### src/rtl/core/rrop_pkg.sv
`timescale 1ns / 1ps
// ============================================================================
// rrop_pkg - shared types, constants and table builder
// Item layouts, arc-table entry format, bank status and the cos/sin ROM
// generator used by the rounded-rectangle outline unit.
// ============================================================================
package rrop_pkg;

    // Fixed widths
    localparam int COORD_W    = 14;   // input coordinates
    localparam int SIZE_W     = 13;   // width, height, screen height
    localparam int RAD_W      = 10;   // corner radius
    localparam int CTR_W      = 16;   // arc centers and intermediate sums
    localparam int POINT_W    = 15;   // output coordinates
    localparam int ROM_W      = 17;   // Q16 cos/sin, 1.0 = 65536
    localparam int PROD_W     = RAD_W + ROM_W;
    localparam int MAX_POINTS = 16;   // largest supported points per arc
    localparam int ARC_ADDR_W = 3;    // bank bit + arc slot

    // Fixed-point angle constants
    localparam logic [63:0] PI_Q28  = 64'd843314857;
    localparam logic [63:0] ONE_Q28 = 64'd268435456;

    // Corner arcs
    typedef enum logic [1:0] {
        ARC_TL = 2'd0,
        ARC_TR = 2'd1,
        ARC_BR = 2'd2,
        ARC_BL = 2'd3
    } arc_e;

    // One input item, unpacked from the stream
    typedef struct packed {
        logic [0:0]                clockwise;
        logic [0:0]                top_only;
        logic [RAD_W-1:0]          radius;
        logic [SIZE_W-1:0]         rect_height;
        logic [SIZE_W-1:0]         rect_width;
        logic signed [COORD_W-1:0] top_y;
        logic signed [COORD_W-1:0] left_x;
    } rect_req_t;

    // One arc-table entry: center, radius and offset signs
    typedef struct packed {
        logic signed [CTR_W-1:0] cx;
        logic signed [CTR_W-1:0] cy;
        logic [RAD_W-1:0]        rad;
        logic                    neg_x;
        logic                    neg_y;
    } arc_entry_t;

    // Arc-table write port
    typedef struct packed {
        logic                  we;
        logic [ARC_ADDR_W-1:0] addr;
        arc_entry_t            data;
    } arc_wr_t;

    // Per-bank status handed from setup to the point sequencer
    typedef struct packed {
        logic [1:0] full;
        logic [1:0] rejected;
        logic [1:0] cw;
    } bank_status_t;

    // Emission slot to arc, for either direction
    function automatic arc_e arc_at(input logic cw, input logic [1:0] slot);
        arc_e a;
        unique case (slot)
            2'd0: a = ARC_BL;
            2'd1: a = cw ? ARC_TL : ARC_BR;
            2'd2: a = ARC_TR;
            2'd3: a = cw ? ARC_BR : ARC_TL;
        endcase
        return a;
    endfunction

    // Restoring divide, elaboration use only
    function automatic logic [63:0] udiv64(input logic [63:0] a, input logic [63:0] b);
        logic [64:0] rem;
        logic [63:0] q;
        rem = '0;
        q   = '0;
        for (int i = 63; i >= 0; i--) begin
            rem = {rem[63:0], a[i]};
            if (rem >= {1'b0, b}) begin
                rem  = rem - {1'b0, b};
                q[i] = 1'b1;
            end
        end
        return q;
    endfunction

    // Q16 cos or sin of k*pi/(2n-1), series in Q28, rounded to nearest
    function automatic logic [ROM_W-1:0] rom_entry(input int n, input logic want_sin,
                                                   input int k);
        logic [63:0]        d;
        logic [63:0]        th;
        logic [63:0]        term;
        logic [63:0]        dv;
        logic signed [63:0] sum;
        logic [63:0]        rnd;
        d    = 64'(2 * n - 1);
        th   = udiv64(64'(k) * PI_Q28 + (d >> 1), d);
        term = want_sin ? th : ONE_Q28;
        sum  = $signed(term);
        for (int i = 1; i <= 14; i++) begin
            dv   = want_sin ? 64'((2 * i) * (2 * i + 1)) : 64'((2 * i - 1) * (2 * i));
            term = (term * th) >> 28;
            term = (term * th) >> 28;
            term = udiv64(term, dv);
            if ((i % 2) == 1) begin
                sum = sum - $signed(term);
            end else begin
                sum = sum + $signed(term);
            end
        end
        if (sum < 0) begin
            sum = '0;
        end
        rnd = ($unsigned(sum) + 64'd2048) >> 12;
        return rnd[ROM_W-1:0];
    endfunction

    // Whole table, entry k at bits [k*ROM_W +: ROM_W]
    function automatic logic [MAX_POINTS*ROM_W-1:0] rom_table(input int n,
                                                              input logic want_sin);
        logic [MAX_POINTS*ROM_W-1:0] t;
        t = '0;
        for (int k = 0; k < MAX_POINTS; k++) begin
            if (k < n) begin
                t[k*ROM_W +: ROM_W] = rom_entry(n, want_sin, k);
            end
        end
        return t;
    endfunction

endpackage

### src/rtl/core/rounded_rect_outline_points_unit.sv
`timescale 1ns / 1ps
// ============================================================================
// rounded_rect_outline_points_unit - rounded rectangle outline generator
// Turns one rectangle request into its outline polygon, four corner arcs of
// POINTS_PER_ARC vertices each, last vertex flagged on tlast.
// ============================================================================
// Each accepted request yields 4*POINTS_PER_ARC output items (64 at the
// default), one per cycle while m_tready allows, or a single item with
// tuser set when the request is rejected; the point sequencer reads one
// arc-table entry and one cos/sin ROM entry per cycle, and that sets the
// rate. The arc table holds two banks, so the next request is taken and
// its arcs are prepared while the previous one is still streaming out;
// back-to-back accepted requests come out with no gap at the default size.
// tdata and tuser layouts are listed beside the ports.
// screen_height resets to 768 and is written through cfg_wr_en/cfg_wr_data.
module rounded_rect_outline_points_unit #(
    parameter int POINTS_PER_ARC = 16
) (
    input  logic        aclk,
    input  logic        aresetn,
    input  logic        cfg_wr_en,
    input  logic [12:0] cfg_wr_data,   // screen_height
    input  logic        s_tvalid,
    output logic        s_tready,
    // [13:0] left_x, [27:14] top_y, [40:28] rect_width, [53:41] rect_height,
    // [63:54] radius, [64] top_only, [65] clockwise, [71:66] zero
    input  logic [71:0] s_tdata,
    output logic        m_tvalid,
    input  logic        m_tready,
    // [14:0] point_x, [29:15] point_y, [31:30] zero
    output logic [31:0] m_tdata,
    output logic        m_tuser,       // [0] rejected
    output logic        m_tlast        // last_point
);

    rrop_pkg::rect_req_t    req;
    rrop_pkg::arc_wr_t      ram_wr;
    rrop_pkg::bank_status_t status;
    rrop_pkg::arc_entry_t   rd_data;
    logic [1:0]                          release_bank;
    logic                                rd_en;
    logic [rrop_pkg::ARC_ADDR_W-1:0]     rd_addr;
    logic [rrop_pkg::POINT_W-1:0]        point_x;
    logic [rrop_pkg::POINT_W-1:0]        point_y;

    // Unpack the input item
    assign req.left_x      = s_tdata[13:0];
    assign req.top_y       = s_tdata[27:14];
    assign req.rect_width  = s_tdata[40:28];
    assign req.rect_height = s_tdata[53:41];
    assign req.radius      = s_tdata[63:54];
    assign req.top_only    = s_tdata[64];
    assign req.clockwise   = s_tdata[65];

    rrop_setup u_setup (
        .aclk         (aclk),
        .aresetn      (aresetn),
        .cfg_wr_en    (cfg_wr_en),
        .cfg_wr_data  (cfg_wr_data),
        .s_tvalid     (s_tvalid),
        .s_tready     (s_tready),
        .req          (req),
        .ram_wr       (ram_wr),
        .status       (status),
        .release_bank (release_bank)
    );

    rrop_arc_ram u_arc_ram (
        .aclk    (aclk),
        .wr      (ram_wr),
        .rd_en   (rd_en),
        .rd_addr (rd_addr),
        .rd_data (rd_data)
    );

    rrop_point_gen #(
        .POINTS_PER_ARC (POINTS_PER_ARC)
    ) u_point_gen (
        .aclk         (aclk),
        .aresetn      (aresetn),
        .status       (status),
        .release_bank (release_bank),
        .rd_en        (rd_en),
        .rd_addr      (rd_addr),
        .rd_data      (rd_data),
        .m_tvalid     (m_tvalid),
        .m_tready     (m_tready),
        .point_x      (point_x),
        .point_y      (point_y),
        .rejected     (m_tuser),
        .last_point   (m_tlast)
    );

    assign m_tdata = {2'b00, point_y, point_x};

endmodule

### src/rtl/core/rrop_arc_ram.sv
`timescale 1ns / 1ps
// ============================================================================
// rrop_arc_ram - arc descriptor table
// Two banks of four arc entries; one write port, one registered read port.
// ============================================================================
module rrop_arc_ram (
    input  logic                               aclk,
    input  rrop_pkg::arc_wr_t                  wr,
    input  logic                               rd_en,
    input  logic [rrop_pkg::ARC_ADDR_W-1:0]    rd_addr,
    output rrop_pkg::arc_entry_t               rd_data
);

    localparam int DEPTH = 1 << rrop_pkg::ARC_ADDR_W;

    rrop_pkg::arc_entry_t mem [DEPTH];
    rrop_pkg::arc_entry_t rd_data_reg;

    // Write port
    always_ff @(posedge aclk) begin
        if (wr.we) begin
            mem[wr.addr] <= wr.data;
        end
    end

    // Read port, registered
    always_ff @(posedge aclk) begin
        if (rd_en) begin
            rd_data_reg <= mem[rd_addr];
        end
    end

    assign rd_data = rd_data_reg;

endmodule

### src/rtl/core/rrop_setup.sv
`timescale 1ns / 1ps
// ============================================================================
// rrop_setup - request intake and arc table fill
// Holds one request, applies the rejection and clamp rules against the
// screen height, and if not rejected writes four arc entries to a free bank.
// ============================================================================
module rrop_setup (
    input  logic                              aclk,
    input  logic                              aresetn,
    input  logic                              cfg_wr_en,
    input  logic [rrop_pkg::SIZE_W-1:0]       cfg_wr_data,
    input  logic                              s_tvalid,
    output logic                              s_tready,
    input  rrop_pkg::rect_req_t               req,
    output rrop_pkg::arc_wr_t                 ram_wr,
    output rrop_pkg::bank_status_t            status,
    input  logic [1:0]                        release_bank
);

    localparam int CW = rrop_pkg::CTR_W;

    logic [rrop_pkg::SIZE_W-1:0]        sh_reg;
    logic                               busy_reg;
    logic [1:0]                         wcnt_reg;
    logic                               wbank_reg;
    logic [1:0]                         full_reg;
    logic [1:0]                         rejb_reg;
    logic [1:0]                         cwb_reg;
    logic signed [rrop_pkg::COORD_W-1:0] x_reg;
    logic signed [rrop_pkg::COORD_W-1:0] y_reg;
    logic [rrop_pkg::SIZE_W-1:0]        w_reg;
    logic [rrop_pkg::RAD_W-1:0]         r_reg;
    logic signed [CW-1:0]               ybot_reg;
    logic                               topo_reg;
    logic                               cw_reg;
    logic                               rej_reg;

    logic signed [CW-1:0] sh_ext;
    logic signed [CW-1:0] in_y;
    logic signed [CW-1:0] in_ytop;
    logic signed [CW-1:0] in_ysum;
    logic                 in_reject;
    logic                 in_clamp;
    logic                 accept;
    logic                 bank_free;
    logic                 write_ok;
    logic                 done;

    logic signed [CW-1:0] x_ext;
    logic signed [CW-1:0] y_ext;
    logic signed [CW-1:0] w_ext;
    logic signed [CW-1:0] r_ext;
    logic signed [CW-1:0] xl;
    logic signed [CW-1:0] xr;
    logic signed [CW-1:0] xw;
    logic signed [CW-1:0] yt;
    logic signed [CW-1:0] yb;
    rrop_pkg::arc_e       arc;
    rrop_pkg::arc_entry_t entry;

    assign s_tready = !busy_reg;
    assign accept   = s_tvalid && s_tready;

    // Rejection and clamp on the incoming item
    always_comb begin
        sh_ext    = $signed({3'b000, sh_reg});
        in_y      = $signed({{2{req.top_y[rrop_pkg::COORD_W-1]}}, req.top_y});
        in_ytop   = in_y + $signed({6'd0, req.radius});
        in_ysum   = in_y + $signed({3'b000, req.rect_height});
        in_reject = in_ytop > sh_ext;
        in_clamp  = in_ysum > sh_ext;
    end

    // Screen height register
    always_ff @(posedge aclk) begin
        if (!aresetn) begin
            sh_reg <= rrop_pkg::SIZE_W'(768);
        end else if (cfg_wr_en) begin
            sh_reg <= cfg_wr_data;
        end
    end

    // Request holding register
    always_ff @(posedge aclk) begin
        if (accept) begin
            x_reg    <= req.left_x;
            y_reg    <= req.top_y;
            w_reg    <= req.rect_width;
            r_reg    <= req.radius;
            ybot_reg <= in_clamp ? sh_ext : in_ysum;
            topo_reg <= req.top_only[0] || in_clamp;
            cw_reg   <= req.clockwise[0];
            rej_reg  <= in_reject;
        end
    end

    // Fill sequencing
    always_comb begin
        bank_free = !full_reg[wbank_reg];
        write_ok  = busy_reg && bank_free && !rej_reg;
        done      = busy_reg && bank_free && (rej_reg || wcnt_reg == 2'd3);
    end

    always_ff @(posedge aclk) begin
        if (!aresetn) begin
            busy_reg  <= 1'b0;
            wcnt_reg  <= 2'd0;
            wbank_reg <= 1'b0;
            full_reg  <= 2'b00;
            rejb_reg  <= 2'b00;
            cwb_reg   <= 2'b00;
        end else begin
            if (accept) begin
                busy_reg <= 1'b1;
                wcnt_reg <= 2'd0;
            end else if (done) begin
                busy_reg <= 1'b0;
            end else if (write_ok) begin
                wcnt_reg <= wcnt_reg + 2'd1;
            end
            for (int b = 0; b < 2; b++) begin
                if (release_bank[b]) begin
                    full_reg[b] <= 1'b0;
                end
            end
            if (done) begin
                full_reg[wbank_reg] <= 1'b1;
                rejb_reg[wbank_reg] <= rej_reg;
                cwb_reg[wbank_reg]  <= cw_reg;
                wbank_reg           <= !wbank_reg;
            end
        end
    end

    // Arc entry for the current slot
    always_comb begin
        x_ext = $signed({{2{x_reg[rrop_pkg::COORD_W-1]}}, x_reg});
        y_ext = $signed({{2{y_reg[rrop_pkg::COORD_W-1]}}, y_reg});
        w_ext = $signed({3'b000, w_reg});
        r_ext = $signed({6'd0, r_reg});
        xl    = x_ext + r_ext;
        xw    = x_ext + w_ext;
        xr    = xw - r_ext;
        yt    = y_ext + r_ext;
        yb    = ybot_reg - r_ext;
        arc   = rrop_pkg::arc_at(cw_reg, wcnt_reg);
        entry = '0;
        unique case (arc)
            rrop_pkg::ARC_TL: begin
                entry = '{cx: xl, cy: yt, rad: r_reg, neg_x: 1'b1, neg_y: 1'b1};
            end
            rrop_pkg::ARC_TR: begin
                entry = '{cx: xr, cy: yt, rad: r_reg, neg_x: 1'b0, neg_y: 1'b1};
            end
            rrop_pkg::ARC_BR: begin
                if (topo_reg) begin
                    entry = '{cx: xw, cy: ybot_reg, rad: '0, neg_x: 1'b0, neg_y: 1'b0};
                end else begin
                    entry = '{cx: xr, cy: yb, rad: r_reg, neg_x: 1'b0, neg_y: 1'b0};
                end
            end
            rrop_pkg::ARC_BL: begin
                if (topo_reg) begin
                    entry = '{cx: x_ext, cy: ybot_reg, rad: '0, neg_x: 1'b1, neg_y: 1'b0};
                end else begin
                    entry = '{cx: xl, cy: yb, rad: r_reg, neg_x: 1'b1, neg_y: 1'b0};
                end
            end
        endcase
    end

    assign ram_wr.we   = write_ok;
    assign ram_wr.addr = {wbank_reg, wcnt_reg};
    assign ram_wr.data = entry;

    assign status.full     = full_reg;
    assign status.rejected = rejb_reg;
    assign status.cw       = cwb_reg;

    // Never overwrite a bank the sequencer still owns
    a_write_free_bank: assert property (@(posedge aclk) disable iff (!aresetn)
        ram_wr.we |-> (busy_reg && !full_reg[wbank_reg]))
        else $error("arc table written into a full bank");

    // Once released, bank 0 is empty on the next cycle
    a_release_b0: assert property (@(posedge aclk) disable iff (!aresetn)
        release_bank[0] |=> !full_reg[0])
        else $error("bank 0 still full after release");

endmodule

### src/rtl/core/rrop_point_gen.sv
`timescale 1ns / 1ps
// ============================================================================
// rrop_point_gen - outline point sequencer and datapath
// Walks the arc table one point per cycle while the output is not stalled:
// table and ROM read, multiply, offset add with saturation, output register.
// ============================================================================
module rrop_point_gen #(
    parameter int POINTS_PER_ARC = 16
) (
    input  logic                                aclk,
    input  logic                                aresetn,
    input  rrop_pkg::bank_status_t              status,
    output logic [1:0]                          release_bank,
    output logic                                rd_en,
    output logic [rrop_pkg::ARC_ADDR_W-1:0]     rd_addr,
    input  rrop_pkg::arc_entry_t                rd_data,
    output logic                                m_tvalid,
    input  logic                                m_tready,
    output logic [rrop_pkg::POINT_W-1:0]        point_x,
    output logic [rrop_pkg::POINT_W-1:0]        point_y,
    output logic                                rejected,
    output logic                                last_point
);

    localparam int RW = rrop_pkg::ROM_W;
    localparam int JW = $clog2(POINTS_PER_ARC);
    localparam logic [JW-1:0] LAST_PT = JW'(POINTS_PER_ARC - 1);
    localparam logic [rrop_pkg::MAX_POINTS*RW-1:0] COS_TBL =
        rrop_pkg::rom_table(POINTS_PER_ARC, 1'b0);
    localparam logic [rrop_pkg::MAX_POINTS*RW-1:0] SIN_TBL =
        rrop_pkg::rom_table(POINTS_PER_ARC, 1'b1);

    // Sequencer state
    logic          rbank_reg;
    logic [1:0]    arc_reg;
    logic [JW-1:0] pt_reg;

    // Stage B: table and ROM data
    logic          vb_reg;
    logic          rejb_reg;
    logic          lastb_reg;
    logic [RW-1:0] rom_c_reg;
    logic [RW-1:0] rom_s_reg;

    // Stage C: products
    logic                             vc_reg;
    logic                             rejc_reg;
    logic                             lastc_reg;
    logic [rrop_pkg::PROD_W-1:0]      prod_x_reg;
    logic [rrop_pkg::PROD_W-1:0]      prod_y_reg;
    logic signed [rrop_pkg::CTR_W-1:0] cx_reg;
    logic signed [rrop_pkg::CTR_W-1:0] cy_reg;
    logic                             negx_reg;
    logic                             negy_reg;

    // Stage D: output register
    logic                         vd_reg;
    logic                         rejd_reg;
    logic                         lastd_reg;
    logic [rrop_pkg::POINT_W-1:0] px_reg;
    logic [rrop_pkg::POINT_W-1:0] py_reg;

    logic          en;
    logic          cur_full;
    logic          cur_rej;
    logic          cur_cw;
    logic          issue;
    logic          last_pt;
    logic          seq_done;
    logic          forward;
    logic [JW-1:0] k;

    logic [rrop_pkg::RAD_W-1:0]       dx;
    logic [rrop_pkg::RAD_W-1:0]       dy;
    logic signed [rrop_pkg::CTR_W:0]  sum_x;
    logic signed [rrop_pkg::CTR_W:0]  sum_y;

    function automatic logic [rrop_pkg::POINT_W-1:0] sat15(
        input logic signed [rrop_pkg::CTR_W:0] v);
        logic [rrop_pkg::POINT_W-1:0] r;
        if (v > 17'sd16383) begin
            r = 15'h3FFF;
        end else if (v < -17'sd16384) begin
            r = 15'h4000;
        end else begin
            r = v[rrop_pkg::POINT_W-1:0];
        end
        return r;
    endfunction

    // Issue control
    always_comb begin
        en       = !vd_reg || m_tready;
        cur_full = status.full[rbank_reg];
        cur_rej  = status.rejected[rbank_reg];
        cur_cw   = status.cw[rbank_reg];
        issue    = en && cur_full;
        last_pt  = (arc_reg == 2'd3) && (pt_reg == LAST_PT);
        seq_done = issue && (cur_rej || last_pt);
        forward  = (arc_reg[0] == cur_cw);
        k        = forward ? pt_reg : (LAST_PT - pt_reg);
        release_bank[0] = seq_done && !rbank_reg;
        release_bank[1] = seq_done && rbank_reg;
        rd_en   = en;
        rd_addr = {rbank_reg, arc_reg};
    end

    // Point counter
    always_ff @(posedge aclk) begin
        if (!aresetn) begin
            rbank_reg <= 1'b0;
            arc_reg   <= 2'd0;
            pt_reg    <= '0;
        end else if (issue) begin
            if (seq_done) begin
                rbank_reg <= !rbank_reg;
                arc_reg   <= 2'd0;
                pt_reg    <= '0;
            end else if (pt_reg == LAST_PT) begin
                arc_reg <= arc_reg + 2'd1;
                pt_reg  <= '0;
            end else begin
                pt_reg <= pt_reg + JW'(1);
            end
        end
    end

    // Stage valids
    always_ff @(posedge aclk) begin
        if (!aresetn) begin
            vb_reg <= 1'b0;
            vc_reg <= 1'b0;
            vd_reg <= 1'b0;
        end else if (en) begin
            vb_reg <= cur_full;
            vc_reg <= vb_reg;
            vd_reg <= vc_reg;
        end
    end

    // Stage B: ROM read alongside the table read
    always_ff @(posedge aclk) begin
        if (en) begin
            rejb_reg  <= cur_rej;
            lastb_reg <= cur_rej || last_pt;
            rom_c_reg <= COS_TBL[k*RW +: RW];
            rom_s_reg <= SIN_TBL[k*RW +: RW];
        end
    end

    // Stage C: radius times cos and sin
    always_ff @(posedge aclk) begin
        if (en) begin
            rejc_reg   <= rejb_reg;
            lastc_reg  <= lastb_reg;
            prod_x_reg <= rd_data.rad * rom_c_reg;
            prod_y_reg <= rd_data.rad * rom_s_reg;
            cx_reg     <= rd_data.cx;
            cy_reg     <= rd_data.cy;
            negx_reg   <= rd_data.neg_x;
            negy_reg   <= rd_data.neg_y;
        end
    end

    // Offset add and saturation
    always_comb begin
        dx    = prod_x_reg[16 +: rrop_pkg::RAD_W];
        dy    = prod_y_reg[16 +: rrop_pkg::RAD_W];
        sum_x = negx_reg ? ({cx_reg[rrop_pkg::CTR_W-1], cx_reg} - $signed({7'd0, dx}))
                         : ({cx_reg[rrop_pkg::CTR_W-1], cx_reg} + $signed({7'd0, dx}));
        sum_y = negy_reg ? ({cy_reg[rrop_pkg::CTR_W-1], cy_reg} - $signed({7'd0, dy}))
                         : ({cy_reg[rrop_pkg::CTR_W-1], cy_reg} + $signed({7'd0, dy}));
    end

    // Stage D: output register
    always_ff @(posedge aclk) begin
        if (en) begin
            rejd_reg  <= rejc_reg;
            lastd_reg <= lastc_reg;
            px_reg    <= rejc_reg ? '0 : sat15(sum_x);
            py_reg    <= rejc_reg ? '0 : sat15(sum_y);
        end
    end

    assign m_tvalid   = vd_reg;
    assign point_x    = px_reg;
    assign point_y    = py_reg;
    assign rejected   = rejd_reg;
    assign last_point = lastd_reg;

    // A rejected item is alone and carries no coordinates
    a_reject_item: assert property (@(posedge aclk) disable iff (!aresetn)
        (vd_reg && rejd_reg) |-> (lastd_reg && px_reg == '0 && py_reg == '0))
        else $error("rejected item malformed");

    // Mid-run, the bank being walked stays full
    a_bank_held: assert property (@(posedge aclk) disable iff (!aresetn)
        (arc_reg != 2'd0 || pt_reg != '0) |-> status.full[rbank_reg])
        else $error("bank released during a run");

    // The counter restarts after the final point of a request
    a_restart: assert property (@(posedge aclk) disable iff (!aresetn)
        seq_done |=> (arc_reg == 2'd0 && pt_reg == '0 && rbank_reg != $past(rbank_reg)))
        else $error("point counter not restarted");

endmodule
### config.mk
export PLATFORM = sky130hd
export DESIGN_NAME = rounded_rect_outline_points_unit
export DESIGN_NICKNAME = d
export VERILOG_FILES = /design/src/rtl/core/rrop_pkg.sv /design/src/rtl/core/rounded_rect_outline_points_unit.sv /design/src/rtl/core/rrop_arc_ram.sv /design/src/rtl/core/rrop_setup.sv /design/src/rtl/core/rrop_point_gen.sv
export SDC_FILE = /design/constraint.sdc
export NUM_CORES = 2
export LEC_CHECK = 0
export BUFFER_PORTS_ARGS = -buffer_cell sky130_fd_sc_hd__buf_2
export CELL_PAD_IN_SITES_DETAIL_PLACEMENT = 1
export CELL_PAD_IN_SITES_GLOBAL_PLACEMENT = 2
export CORE_MARGIN = 2
export CORE_UTILIZATION = 45
export CTS_CLUSTER_SIZE = 12
export DETAILED_ROUTE_END_ITERATION = 8
export GPL_ROUTABILITY_DRIVEN = 1
export PLACE_DENSITY = 0.93
export SLEW_MARGIN = 0
export SYNTH_ARGS = -nofsm -noshare
export SYNTH_HDL_FRONTEND = slang
export SYNTH_SLANG_ARGS = --single-unit
### constraint.sdc
create_clock -name aclk -period 7.29 [get_ports aclk]
set_clock_uncertainty 0.2 [all_clocks]
set_input_delay 0 -clock aclk [delete_from_list [all_inputs] [get_ports aclk]]
set_output_delay 0 -clock aclk [all_outputs]
set_load 0.03 [all_outputs]
# ---- Yosys cells after proc, flatten, opt, wreduce, memory -nomap -nowiden
# Memories as Yosys holds them, arrays and structs flattened. A register that Yosys moved wholly into a read port is not among the register bits.
# Cells that the tools add are included.
dict set report op_classes {
  n_addsub 15
  mul 3
  magnitude_cmp 9
  eq_ne 9
  shift 2
  mux 39
  bitwise_logic 3
  n_reduce_logical 30
}
# cell n
set ops {}
lappend ops {{indexed part select 272 x 10 -> 17 bit (first input constant)} 2}
lappend ops {{case mux 44 bit (4 select lines)} 1}
lappend ops {{two-way mux 44 bit} 2}
lappend ops {{multiplier 10 x 17 -> 26 bit} 2}
lappend ops {{adder 14 x 11 -> 15 bit} 3}
lappend ops {{adder 16 x 11 -> 17 bit} 2}
lappend ops {{greater-than comparator 17 x 15 -> 1 bit (second input constant)} 2}
lappend ops {{less-than comparator 17 x 15 -> 1 bit (second input constant)} 2}
lappend ops {{two-way mux 17 bit} 2}
lappend ops {{subtractor 16 x 11 -> 17 bit} 2}
lappend ops {{adder 14 x 14 -> 15 bit} 2}
lappend ops {{two-way mux 15 bit} 2}
lappend ops {{two-way mux 14 bit} 2}
lappend ops {{two-way mux 1 bit} 17}
lappend ops {{greater-than comparator 16 x 14 -> 1 bit} 1}
lappend ops {{subtractor 15 x 11 -> 16 bit} 1}
lappend ops {{subtractor 16 x 11 -> 16 bit} 1}
lappend ops {{greater-than comparator 15 x 14 -> 1 bit} 1}
lappend ops {{two-way mux 13 bit} 1}
lappend ops {{two-way mux 4 bit} 3}
lappend ops {{== test 2 bit (second input constant)} 5}
lappend ops {{logical AND 1 bit} 10}
lappend ops {{two-way mux 2 bit} 5}
lappend ops {{multiplier 4 x 5 -> 9 bit (second input constant)} 1}
lappend ops {{19 further kinds} 38}
dict set report word_totals {
  register_bits 258
  mem_bits_rw 352
  inputBits 90
  elab_cells 151
  n_memories 1
}
# name words word_bits read_ports rd_ports_with_merged_regs wr line_no
set mem_list {}
lappend mem_list {u_arc_ram.mem 8 44 1 1 1 rrop_arc_ram.sv:16} ;# rrop_pkg::arc_entry_t mem [DEPTH];

# ---- Logic depth before layout (Yosys ltp)
dict set report depth {
  word_depth 9
  depth_mapped 23
  mapped_depth_nobuf 21
}

# ---- By module
# A second synthesis with hierarchy kept.
dict set report hier_totals {
  cells_unflattened 3127
  hier_area_um2 39462.8
}
# mod n_inst cells_per_inst area_each_um2
set by_module_without_submodules {}
lappend by_module_without_submodules {rrop_point_gen 1 1701 16716.0}
lappend by_module_without_submodules {rrop_arc_ram 1 566 14626.5}
lappend by_module_without_submodules {rrop_setup 1 857 8101.5}
lappend by_module_without_submodules {rounded_rect_outline_points_unit 1 3 18.8}

# ---- Worst setup path before layout
# OpenSTA, ideal clock, no wires.
dict set report synth_timing {
  kind {register -> register}
  startpoint {register u_arc_ram.rd_data[3] (netlist name)}
  endpoint {register u_point_gen.prod_x_reg[25] in the netlist's numbering, data pin}
  setup_time_ns 0.260
  arrival_ns 5.889
  slack_ns 0.941
  stages_incl_launch_ff 22
  synth_period_minus_slack_ns 6.349
  path_cell_list {edfxtp_1 -> clkbuf_1 -> clkbuf_1 -> nand2_1 -> fa_1 -> inv_1 -> fa_1 -> fa_1 -> fa_1 -> inv_1 -> fa_1 -> inv_1 -> ha_1 -> and3_2 -> a221oi_2 -> o21ai_1 -> o211a_1 -> a311o_2 -> or4_4 -> a31o_4 -> a21oi_2 -> xnor2_1}
}
dict set report synth_via {
  elab_chain_cells 1
}
# item line_no
set synth_rtl {}
lappend synth_rtl {{multiplier 10 x 17 -> 26 bit} rrop_point_gen.sv:156} ;# prod_x_reg <= rd_data.rad * rom_c_reg;
lappend synth_rtl {{end signal, assigned} rrop_point_gen.sv:156}
lappend synth_rtl {{end, declared} rrop_point_gen.sv:49} ;# logic [rrop_pkg::PROD_W-1:0] prod_x_reg;
# No other way between the ends.
# A chain may end at the register's enable or synchronous reset.

# ---- Final worst setup path
dict set report layout_timing {
  startpoint {register u_arc_ram.rd_data[6] (netlist name)}
  endpoint {register u_point_gen.prod_x_reg[25] in the netlist's numbering, data pin}
}
dict set report layout_via {
  elab_chain_cells 1
}
# item line_no
set layout_rtl {}
lappend layout_rtl {{multiplier 10 x 17 -> 26 bit} rrop_point_gen.sv:156}
# No other way between the ends.

==> flow_results.xml <==
<?xml version="1.0" encoding="UTF-8"?>
<metrics>
  <group name="min_path">
    <metric name="min_path_type" unit="">in2reg</metric>
  </group>
  <group name="global_route">
    <metric name="grt_start_max_net_pins" unit="">107</metric>
    <metric name="grt_pass1_vias" unit="">29350</metric>
    <metric name="first_pass_grt_wire_length" unit="um">172600</metric>
    <metric name="antenna_found_initial" unit="">3</metric>
    <metric name="globalRouteOverflowTotal" unit="">0</metric>
    <metric name="grt_usage" unit="">0.2488</metric>
  </group>
  <group name="power_and_ir_drop">
    <metric name="p_leak" unit="nW">18.32</metric>
    <metric name="vdd_drop_max" unit="uV">208.7</metric>
    <metric name="pwr_density_cell" unit="nW/um^2">287.0</metric>
  </group>
  <group name="floorplanning">
    <metric name="pin_count" unit="">126</metric>
    <metric name="placement_rows" unit="">108</metric>
    <metric name="die_area" unit="um^2">89520</metric>
    <metric name="floorplan.die.height" unit="um">299.2</metric>
    <metric name="initial_core_util" unit="">0.4528</metric>
    <metric name="core" unit="um^2">86620</metric>
    <metric name="x_dimension_of_the_die" unit="um">299.2</metric>
  </group>
  <group name="placed_design">
    <metric name="placement.io_buffers" unit="">117</metric>
    <metric name="hpwl_dp" unit="um">70420</metric>
    <metric name="replace_congestion" unit="">0.8522</metric>
  </group>
  <group name="yosys">
    <metric name="post_synth_instance_area" unit="um^2">39220</metric>
    <metric name="syn_avg_cell_area" unit="um^2">12.50</metric>
    <metric name="post_synth_main_area_contributors" unit="">sky130_fd_sc_hd__edfxtp_1, sky130_fd_sc_hd__fa_1, sky130_fd_sc_hd__ha_1</metric>
    <metric name="synth_area_leader_cell" unit="">sky130_fd_sc_hd__edfxtp_1</metric>
    <metric name="postSynthCellCount" unit="">3137</metric>
    <metric name="synth_seq_cells" unit="">621</metric>
    <metric name="ys_dominant_reg_cell" unit="">sky130_fd_sc_hd__edfxtp_1</metric>
    <metric name="synth.top_cell.area_share" unit="">0.4502</metric>
    <metric name="post_synth_arst_share" unit="">0</metric>
    <metric name="yosysSeqAreaShare" unit="">0.4671</metric>
    <metric name="synth_enable_flop_cells" unit="">588</metric>
    <metric name="yosys_warnings" unit="">0</metric>
    <metric name="synth.lib_cells_used.distinct" unit="">93</metric>
  </group>
  <group name="run">
    <metric name="max_cap_violations" unit="">0</metric>
  </group>
  <group name="sta">
    <metric name="slew-limit-headroom" unit="">0.08260</metric>
    <metric name="timing.final.hold_violations" unit="">0</metric>
    <metric name="report.final.slew_viol_count" unit="">0</metric>
    <metric name="holdWs" unit="ns">0.06246</metric>
    <metric name="final_min_period_over_clock_period" unit="">0.8843</metric>
    <metric name="number_of_failing_setup_endpoints_in_the_final_timing_report" unit="">0</metric>
    <metric name="unrepaired_setup_endpoints_after_global_routing" unit="">false</metric>
    <metric name="highest_achievable_clock_rate" unit="MHz">155.1</metric>
    <metric name="actual_transition_at_the_worst_max_transition_pin" unit="ns">1.362</metric>
    <metric name="setup_total_negative_slack" unit="ns">0</metric>
    <metric name="period_minus_slack" unit="ns">6.447</metric>
  </group>
  <group name="critical_path">
    <metric name="critical_path.top_delay_family" unit="">adder cells</metric>
    <metric name="worst-path-max-fanout" unit="">20</metric>
    <metric name="critPathArrivalTime" unit="ns">6.60</metric>
    <metric name="timing.critical_path.buf_inv" unit="">5</metric>
    <metric name="cp.required" unit="ns">7.44</metric>
    <metric name="setup.worst_path.class" unit="">reg2reg</metric>
    <metric name="critical_path.most_common_cell" unit="">sky130_fd_sc_hd__fa_1</metric>
    <metric name="crit_path_max_incr_delay" unit="ns">0.54</metric>
    <metric name="end_kind" unit="">flop</metric>
    <metric name="crit_path_cell_trace" unit="">buf_4, and2_1, fa_1, fa_1, inv_1, fa_1, inv_1, fa_1, inv_1, fa_1, inv_1, ha_1, a21o_2, a221oi_2, o21ai_1, o211a_1, a311o_2, or4_4, a31o_4, a21oi_2, xnor2_1</metric>
    <metric name="timing.critical_path.slowest_stage_cell" unit="">sky130_fd_sc_hd__edfxtp_1</metric>
    <metric name="startpoint_type" unit="">flop</metric>
  </group>
  <group name="detailed_routing">
    <metric name="avgRoutedWirePerCell" unit="um">23.91</metric>
    <metric name="detail-route-antenna-nets" unit="">0</metric>
    <metric name="drt_pass1_iterations" unit="">5</metric>
    <metric name="wl" unit="um">110500</metric>
    <metric name="drc" unit="">0</metric>
    <metric name="dr_total_vias" unit="">26480</metric>
    <metric name="avgViaCountPerCell" unit="">5.728</metric>
    <metric name="detailedRoute.firstIterationViolations" unit="">1861</metric>
  </group>
  <group name="clock_tree">
    <metric name="clk_pin_slew_worst_paths" unit="ns">0.07</metric>
    <metric name="clkSinkCount" unit="">621</metric>
    <metric name="htree_num_levels" unit="">3</metric>
    <metric name="clock_tree_from_tritoncts" unit="">yes</metric>
    <metric name="root_cell_of_the_clock_tree" unit="">sky130_fd_sc_hd__clkbuf_16</metric>
    <metric name="cts_made_buffers" unit="">70</metric>
    <metric name="clk_path_buf_depth" unit="">3</metric>
    <metric name="clkLatencyLatePin" unit="ns">0.64</metric>
    <metric name="cts_setup_buffers" unit="">0</metric>
  </group>
  <group name="cells_and_area">
    <metric name="final_core_utilization" unit="">0.5212</metric>
    <metric name="largest_register_ff_count" unit="">352</metric>
    <metric name="post_route_cells_drive_above_1_share" unit="">0.1319</metric>
    <metric name="fin_nets" unit="">4009</metric>
    <metric name="filler_cell_count" unit="">8769</metric>
    <metric name="area_growth_syn_to_layout" unit="%">15.11</metric>
  </group>
  <group name="outcome">
    <metric name="run_status" unit="">complete, no violations</metric>
  </group>
</metrics>
## power breakdown
part	switching (mW)	internal (mW)
clock network	1.48	2.05
registers	0.315	4.40
logic	2.78	1.93
## cells in the final DEF (no fill, tap or decap), drive strengths merged, types with 60 or more instances in the layout
cell and count:
a21oi 129, and2 184, buf 158, clkbuf 90
dlygate4sd3 175, edfxtp 588, fa 234, ha 268
inv 310, mux2 60, mux4 88, nand2 252
nor2 144, o21ai 106, xnor2 87
## cell families after synthesis
kind of cell	after synthesis	share of synthesized area
AND/OR/NAND/NOR	777	0.09840
flip-flops	621	0.4671
adder cells (fa/ha/maj)	502	0.2050
AO/OA/AOI/OAI	492	0.08222
buffers and inverters	430	0.04144
multiplexers	172	0.07389
XOR/XNOR	142	0.03191
other	1	0.00009562
## per-layer routing
layer | share of wire | global-route usage | vias to the layer above
met5 | 0 | 0 | -
met4 | 0.043 | 0.1127 | 0
met3 | 0.045 | 0.03225 | 267
met2 | 0.50 | 0.4326 | 880
met1 | 0.41 | 0.3100 | 13630
li1 | - | - | 11700
## area by class of cell
type / instances / area (um^2) / share of cell area
sequential: 621 / 18330 / 0.4060
timing repair buffer: 333 / 2645 / 0.05859
tap: 1155 / 1445 / 0.03201
clock buffer: 90 / 1889 / 0.04185
inverter: 304 / 1146 / 0.02539
multi-input combinational: 2087 / 19350 / 0.4287
clock inverter: 31 / 334.1 / 0.007400
antenna: 1 / 2.502 / 0.00005543
## cells in the mapped netlist (5+ instances only)
| cell | count |
|---|---|
| sky130_fd_sc_hd__o22ai_1 | 24 |
| sky130_fd_sc_hd__a221oi_1 | 6 |
| sky130_fd_sc_hd__o21ai_0 | 72 |
| sky130_fd_sc_hd__o21ai_1 | 33 |
| sky130_fd_sc_hd__nand4_1 | 10 |
| sky130_fd_sc_hd__a21o_1 | 36 |
| sky130_fd_sc_hd__nor2_1 | 144 |
| sky130_fd_sc_hd__edfxtp_1 | 588 |
| sky130_fd_sc_hd__ha_1 | 268 |
| sky130_fd_sc_hd__mux2_2 | 51 |
| sky130_fd_sc_hd__and3_1 | 11 |
| sky130_fd_sc_hd__and2_2 | 6 |
| sky130_fd_sc_hd__fa_1 | 234 |
| sky130_fd_sc_hd__o31a_1 | 8 |
| sky130_fd_sc_hd__mux4_2 | 88 |
| sky130_fd_sc_hd__o41ai_1 | 5 |
| sky130_fd_sc_hd__inv_1 | 303 |
| sky130_fd_sc_hd__a21boi_1 | 6 |
| sky130_fd_sc_hd__or3_1 | 9 |
| sky130_fd_sc_hd__a21boi_0 | 10 |
| sky130_fd_sc_hd__mux2_1 | 9 |
| sky130_fd_sc_hd__nand2_1 | 252 |
| sky130_fd_sc_hd__o21bai_1 | 14 |
| sky130_fd_sc_hd__dfxtp_1 | 33 |
| sky130_fd_sc_hd__mux2i_1 | 24 |
| sky130_fd_sc_hd__a21oi_1 | 128 |
| sky130_fd_sc_hd__o31ai_1 | 8 |
| sky130_fd_sc_hd__a211o_1 | 5 |
| sky130_fd_sc_hd__buf_1 | 12 |
| sky130_fd_sc_hd__nor2b_1 | 45 |
| sky130_fd_sc_hd__and2_1 | 177 |
| sky130_fd_sc_hd__o211ai_1 | 13 |
| sky130_fd_sc_hd__nand2b_1 | 21 |
| sky130_fd_sc_hd__a211oi_1 | 13 |
| sky130_fd_sc_hd__clkbuf_1 | 109 |
| sky130_fd_sc_hd__a31oi_1 | 10 |
| sky130_fd_sc_hd__o21a_1 | 38 |
| sky130_fd_sc_hd__xor2_1 | 55 |
| sky130_fd_sc_hd__a31o_2 | 12 |
| sky130_fd_sc_hd__or2_2 | 6 |
| sky130_fd_sc_hd__nand3_1 | 25 |
| sky130_fd_sc_hd__nor3_1 | 42 |
| sky130_fd_sc_hd__xnor2_1 | 86 |
## worst min-delay path, stage by stage
cell	delay [ns]
sky130_fd_sc_hd__buf_2	0.08
sky130_fd_sc_hd__ha_1	0.20
sky130_fd_sc_hd__xor2_1	0.16
sky130_fd_sc_hd__mux2_2	0.29
## path summary, 6_finish.rpt
check / startpoint / endpoint / slack, ns / depth (start not counted)
max: u_arc_ram.rd_data[6]$_DFFE_PP_ / u_point_gen.prod_x_reg[25]$_DFFE_PP_ / 0.84 / 21
min: s_tdata[43] / u_setup.ybot_reg[2]$_DFFE_PP_ / 0.06 / 4
max reg2reg: u_arc_ram.rd_data[6]$_DFFE_PP_ / u_point_gen.prod_x_reg[25]$_DFFE_PP_ / 0.84 / 21
min reg2reg: u_point_gen.lastb_reg$_DFFE_PP_ / u_point_gen.lastc_reg$_DFFE_PP_ / 0.21 / 0
## stage by stage
stage / power [mW] / instance area, um^2 / worst slack [ns] / std cells
global placement: 9.138 / 41170 / 0.8937 / 4325
detailed placement: 9.333 / 41170 / 0.8353 / 4325
finish: 12.96 / 45140 / 0.8434 / 4622
global route: 13.75 / 45140 / 0.5423 / 4622
CTS: 12.96 / 45140 / 0.8022 / 4621
floorplan: 7.998 / 39220 / 0.9407 / 3138
## repair_timing
| item | in CTS | in global routing |
|---|---|---|
| endpoints found under the hold margin | 101 | 0 |
| hold buffers | 175 | 0 |
| resized for setup | 0 | 0 |
Power figures use the tool's default switching activity.
